--- src/sv/swarq_pkg.sv ---
`timescale 1ns / 1ps
// ----------------------------------------------------------------------------
// swarq_pkg
// Shared types, codes and defaults of the selective-repeat ARQ sender.
// ----------------------------------------------------------------------------
package swarq_pkg;

    localparam int DEF_MAX_PACKETS = 256;
    localparam int DEF_WINDOW_SIZE = 8;
    localparam int DEF_GROUP_SIZE  = 4;

    typedef enum logic [2:0] {
        CMD_START  = 3'd0,
        CMD_ACK    = 3'd1,
        CMD_TICK   = 3'd2,
        CMD_TXDONE = 3'd3,
        CMD_ABORT  = 3'd4
    } t_command;

    localparam logic [1:0] KIND_DATA   = 2'd0;
    localparam logic [1:0] KIND_PARITY = 2'd1;
    localparam logic [1:0] KIND_MARKER = 2'd2;
    localparam logic [1:0] KIND_DONE   = 2'd3;

    localparam logic [1:0] CFG_RETX_TIMEOUT = 2'd0;
    localparam logic [1:0] CFG_MIN_GAP      = 2'd1;
    localparam logic [1:0] CFG_START_GUARD  = 2'd2;

    localparam logic [15:0] RST_RETX_TIMEOUT = 16'd2000;
    localparam logic [15:0] RST_MIN_GAP      = 16'd20;
    localparam logic [15:0] RST_START_GUARD  = 16'd100;

    localparam logic [1:0] MARKER_REPEATS = 2'd3;

    // controller -> datapath
    typedef struct packed {
        logic latch;
        logic start;
        logic txdone;
        logic abort;
        logic ack_mark;
        logic adv;
        logic emit_done;
        logic emit_marker;
        logic emit_data;
        logic emit_parity;
        logic scan_init;
        logic scan_next;
        logic gscan_init;
        logic gscan_next;
        logic to_clear;
    } t_cmd;

    // datapath -> controller
    typedef struct packed {
        logic id_match;
        logic gap_ok;
        logic marker_pend;
        logic run_ok;
        logic scan_in;
        logic cand;
        logic busy;
        logic grp_end;
        logic grp_hit;
        logic adv_ok;
        logic all_done;
        logic complete;
        logic to_hit;
        logic out_full;
    } t_status;

endpackage

--- src/sv/swarq_ctrl.sv ---
`timescale 1ns / 1ps
// ----------------------------------------------------------------------------
// swarq_ctrl
// Sequencer: decodes requests and steps the window, group and timeout scans.
// ----------------------------------------------------------------------------
module swarq_ctrl (
    input  logic               i_clk,
    input  logic               i_rst_n,
    input  logic               i_in_valid,
    input  logic [2:0]         i_command,
    output logic               o_in_ready,
    input  swarq_pkg::t_status i_status,
    output swarq_pkg::t_cmd    o_cmd
);
    import swarq_pkg::*;

    typedef enum logic [3:0] {
        ST_IDLE, ST_START, ST_ACK, ST_ADV, ST_TXDONE, ST_ABORT,
        ST_MARK, ST_DSCAN, ST_PAR, ST_TORD, ST_TOCMP
    } t_state;

    t_state r_state, n_state;
    t_cmd   cmd;

    always_comb begin
        n_state = r_state;
        cmd     = '0;
        unique case (r_state)
            ST_IDLE: begin
                if (i_in_valid) begin
                    cmd.latch = 1'b1;
                    case (t_command'(i_command))
                        CMD_START:  n_state = ST_START;
                        CMD_ACK:    n_state = ST_ACK;
                        CMD_TICK:   n_state = ST_MARK;
                        CMD_TXDONE: n_state = ST_TXDONE;
                        CMD_ABORT:  n_state = ST_ABORT;
                        default:    n_state = ST_IDLE;
                    endcase
                end
            end
            ST_START: begin
                cmd.start = 1'b1;
                n_state   = ST_IDLE;
            end
            ST_TXDONE: begin
                cmd.txdone = 1'b1;
                n_state    = ST_IDLE;
            end
            ST_ABORT: begin
                cmd.abort = 1'b1;
                n_state   = ST_IDLE;
            end
            ST_ACK: begin
                if (i_status.id_match) begin
                    cmd.ack_mark = 1'b1;
                    n_state      = ST_ADV;
                end else begin
                    n_state = ST_IDLE;
                end
            end
            ST_ADV: begin
                priority if (i_status.adv_ok) begin
                    cmd.adv = 1'b1;
                end else if (i_status.all_done && !i_status.complete) begin
                    // hold until the output register frees up
                    if (!i_status.out_full) begin
                        cmd.emit_done = 1'b1;
                        n_state       = ST_IDLE;
                    end
                end else begin
                    n_state = ST_IDLE;
                end
            end
            ST_MARK: begin
                if (!(i_status.marker_pend && i_status.gap_ok && i_status.out_full)) begin
                    cmd.emit_marker = i_status.marker_pend && i_status.gap_ok;
                    if (i_status.run_ok) begin
                        cmd.scan_init = 1'b1;
                        n_state       = ST_DSCAN;
                    end else begin
                        n_state = ST_IDLE;
                    end
                end
            end
            ST_DSCAN: begin
                priority if (!i_status.scan_in) begin
                    cmd.gscan_init = 1'b1;
                    n_state        = ST_PAR;
                end else if (i_status.cand) begin
                    if (!(i_status.gap_ok && i_status.out_full)) begin
                        cmd.emit_data  = i_status.gap_ok;
                        cmd.gscan_init = 1'b1;
                        n_state        = ST_PAR;
                    end
                end else begin
                    cmd.scan_next = 1'b1;
                end
            end
            ST_PAR: begin
                priority if (i_status.busy || !i_status.grp_end) begin
                    cmd.scan_init = 1'b1;
                    n_state       = ST_TORD;
                end else if (i_status.grp_hit) begin
                    if (!(i_status.gap_ok && i_status.out_full)) begin
                        cmd.emit_parity = i_status.gap_ok;
                        cmd.scan_init   = 1'b1;
                        n_state         = ST_TORD;
                    end
                end else begin
                    cmd.gscan_next = 1'b1;
                end
            end
            ST_TORD: begin
                // send time read is issued here, compared next cycle
                n_state = i_status.scan_in ? ST_TOCMP : ST_IDLE;
            end
            ST_TOCMP: begin
                cmd.to_clear  = i_status.to_hit;
                cmd.scan_next = 1'b1;
                n_state       = ST_TORD;
            end
            default: n_state = ST_IDLE;
        endcase
    end

    always_ff @(posedge i_clk) begin
        if (!i_rst_n) begin
            r_state <= ST_IDLE;
        end else begin
            r_state <= n_state;
        end
    end

    assign o_in_ready = (r_state == ST_IDLE);
    assign o_cmd      = cmd;

endmodule

--- config.mk ---
export PLATFORM = sky130hd
export DESIGN_NAME = swarq_ctrl
export DESIGN_NICKNAME = d
export VERILOG_FILES = /design/src/sv/swarq_pkg.sv /design/src/sv/swarq_ctrl.sv
export SDC_FILE = /design/constraint.sdc
export NUM_CORES = 1
export LEC_CHECK = 0
export ABC_AREA = 1
export BUFFER_PORTS_ARGS = -buffer_cell sky130_fd_sc_hd__clkbuf_2
export CAP_MARGIN = 20
export CORE_MARGIN = 2
export CORE_UTILIZATION = 45
export DETAILED_ROUTE_END_ITERATION = 8
export PLACE_DENSITY_LB_ADDON = 0.12
export SYNTH_ARGS = -nofsm -noshare
export SYNTH_HDL_FRONTEND = slang
export SYNTH_SLANG_ARGS = --single-unit
--- constraint.sdc ---
create_clock -name i_clk -period 3 [get_ports i_clk]
set_input_delay 0.15 -clock i_clk [delete_from_list [all_inputs] [get_ports i_clk]]
set_output_delay 0.15 -clock i_clk [all_outputs]
set_load 0.03 [all_outputs]
==> out/metrics.yaml <==
run_status:
  status: "completed"
timing:
  slew_violations: 0
  slew_headroom: 0.783
  period_share: 0.540
  rsz0062_at_grt: "no"
  finalHoldViolCount: 0
  period_needed_ns: 1.62
  hold_ws_ns: 0.193
  finalSetupViolations: 0
  finClkSkew_ns: 0.00355
  tns_ns: 0
  tightest_slew_ns: 0.326
  fmax_mhz: 617
worst_setup_path:
  critPathKind: "reg -> out"
  crit_required_ns: 2.85
  r2r_setup_slack_ns: 1.68
  rr_worst_depth: 7
  end_kind: "primary output"
  r2r-start: "r_state[0]"
  start_kind: "register"
  crit_fanout: 6
  worstReg2RegEnd: "r_state[2]"
  crit_path_start: "r_state[1]"
  critical_path_arrival_ns: 1.47
placed_design:
  dp_cells: 154
  place_congestion: 0.908
  dp_hpwl_um: 1280
  io_buffers: 35
clock_tree:
  cts_tree: "yes"
  postCtsResizedCells: 0
  ctsRootBufferMaster: "clkbuf_4"
  cts_setup_buffers: 0
  clockBufferDepth: 2
  cts.clk_slew.worst_paths_ns: 0.03
  clock-sinks: 4
  clk_latency_ns: 0.23
  ctsHoldBuffers: 0
  cts-htree-levels: 1
  cts_made_buffers: 3
power_and_ir_drop:
  p_comb_frac: 0.470
  power.switching_uw: 102
  ir_drop_uv: 344
  seqPwrFrac: 0.269
  power.density_mw_per_mm2: 296
  power.leakage_uw: 0.000468
  clkPwrFrac: 0.261
  switching_share: 0.422
  p_int_uw: 140
logic_synthesis:
  ys_ff_latch: 4
  synth_warnings: 0
  syn-num-nets: 124
  synth.distinct_cells: 21
  syn_area_um2: 601
  synth_area_per_cell_um2: 5.77
  syn_inst: 104
  seq_area_frac_synth: 0.133
layout:
  reg.largest.list: "r_state (4)"
  diodes: 0
  syn2layout_area_growth_pct: 36.0
  finish.utilization: 0.644
  largest_reg_flops: 4
  nets: 164
  final_cells: 157
  drive_above_1_share: 0.430
  largest_register: "r_state"
min_path:
  min_from: "i_rst_n"
  hold_path_depth: 3
  hp-class: "in -> reg"
  hold_path_end: "r_state[1]"
drt:
  finalWirelength_um: 1460
  drc_errors: 0
  via_per_inst: 4.76
  avgRoutedWirePerCell_um: 9.32
  drtIter0Drc: 5
  ant_nets: 0
  dr.pass1.iters: 3
  dr_total_vias: 748
global_route:
  antenna_found_initial: 0
  grt_pass1_vias: 575
  grt_max_degree: 7
  overflow: 0
  grt_pass1_wl_um: 2130
  grtUsageTotal: 0.183
die:
  die_y_um: 40.5
  die_area_mm2: 0.00164
  design.core.area_mm2: 0.00127
  die_x_um: 40.5
  ios: 36
  rows: 13
  initial_core_util: 0.473
job:
  cap_violations: 0
==> worst max-delay path, stage by stage (launching register included) <==
cell and delay [ns]:
dfxtp_1 0.46, inv_2 0.07, nor2_2 0.14, nand3_1 0.15, o21ai_0 0.20, clkbuf_2 0.23
==> Yosys cell counts <==
cell type / n / area (um^2)
nand2_1: 23 / 86.3
inv_1: 16 / 60.1
nand3_1: 15 / 75.1
nor2_1: 9 / 33.8
nor2_4: 5 / 56.3
nor3_1: 5 / 25.0
dfxtp_1: 4 / 80.1
inv_2: 4 / 15.0
nand2_2: 4 / 25.0
a21oi_1: 3 / 15.0
nand2_4: 3 / 33.8
nor2_2: 3 / 18.8
nor4_1: 2 / 12.5
a21oi_2: 1 / 8.76
a21oi_4: 1 / 16.3
clkinv_2: 1 / 5.00
nand4_1: 1 / 6.26
nor3b_1: 1 / 7.51
o21ai_0: 1 / 5.00
o32ai_1: 1 / 8.76
or2_2: 1 / 6.26
==> how the worst max path moves through the flow <==
stage	end	slack, ns	depth (start not counted)
global placement	o_cmd[4]	1.68	5
finish	o_cmd[4]	1.38	5
CTS	o_cmd[4]	1.40	5
detailed placement	o_cmd[4]	1.63	5
floorplan	o_cmd[1]	1.25	3
global route	o_cmd[1]	1.29	4
==> cells by family (layout without fill, tap and decap cells) <==
group                  Yosys count  after routing  synth area share
DFF                              4              4             0.133
buffers and inverters           21             59             0.133
and+or+nand+nor                 72             72             0.644
AOI/OAI and AO/OA                7              7            0.0896
==> routing by layer <==
metal,GRT usage,wire (um),vias to the layer above
met5,0,0,-
li1,-,-,413
met3,0.0167,84,0
met2,0.353,706,23
met1,0.227,672,312
met4,0,0,0
==> cell usage in the layout, fill, tap and decap left out <==
master / n
dfxtp_1: 4
nor2_1: 9
nor3b_1: 1
a21oi_4: 1
a21oi_1: 3
o21ai_0: 1
inv_1: 16
nor2_4: 5
o32ai_1: 1
a21oi_2: 1
clkbuf_4: 3
nand2_2: 4
nand3_1: 15
nor4_1: 2
nor3_1: 5
clkinv_2: 1
or2_2: 1
nand2_1: 23
nand4_1: 1
inv_2: 4
nand2_4: 3
nor2_2: 3
clkbuf_2: 35
==> power by group through the flow <==
stage | sequential [uW] | combinational (uW) | clock, uW
final | 65.1 | 114 | 63.3
after global routing | 65.5 | 127 | 71.4
after CTS | 65.0 | 114 | 64.6
after detailed placement | 65.8 | 114 | 0
after global placement | 65.1 | 113 | 0
after floorplan | 64.6 | 80.9 | 0
==> per-stage QoR <==
step           total power (uW)  instance area, um^2  setup WS, ns
2_1_floorplan               146                  601          1.25
3_3_place_gp                178                  795          1.68
3_5_place_dp                180                  795          1.63
4_1_cts                     244                  817          1.40
5_1_grt                     264                  817          1.29
6_report                    242                  817          1.38
==> final cells by class <==
type,count,area (um^2)
fillers,135,452
clock buffers,3,22.5
well taps,15,18.8
flip-flops and latches,4,80.1
inverters,21,80.1
multi-input cells,79,440
repair buffers,35,175
No activity file was read; power rests on OpenSTA's default activity.
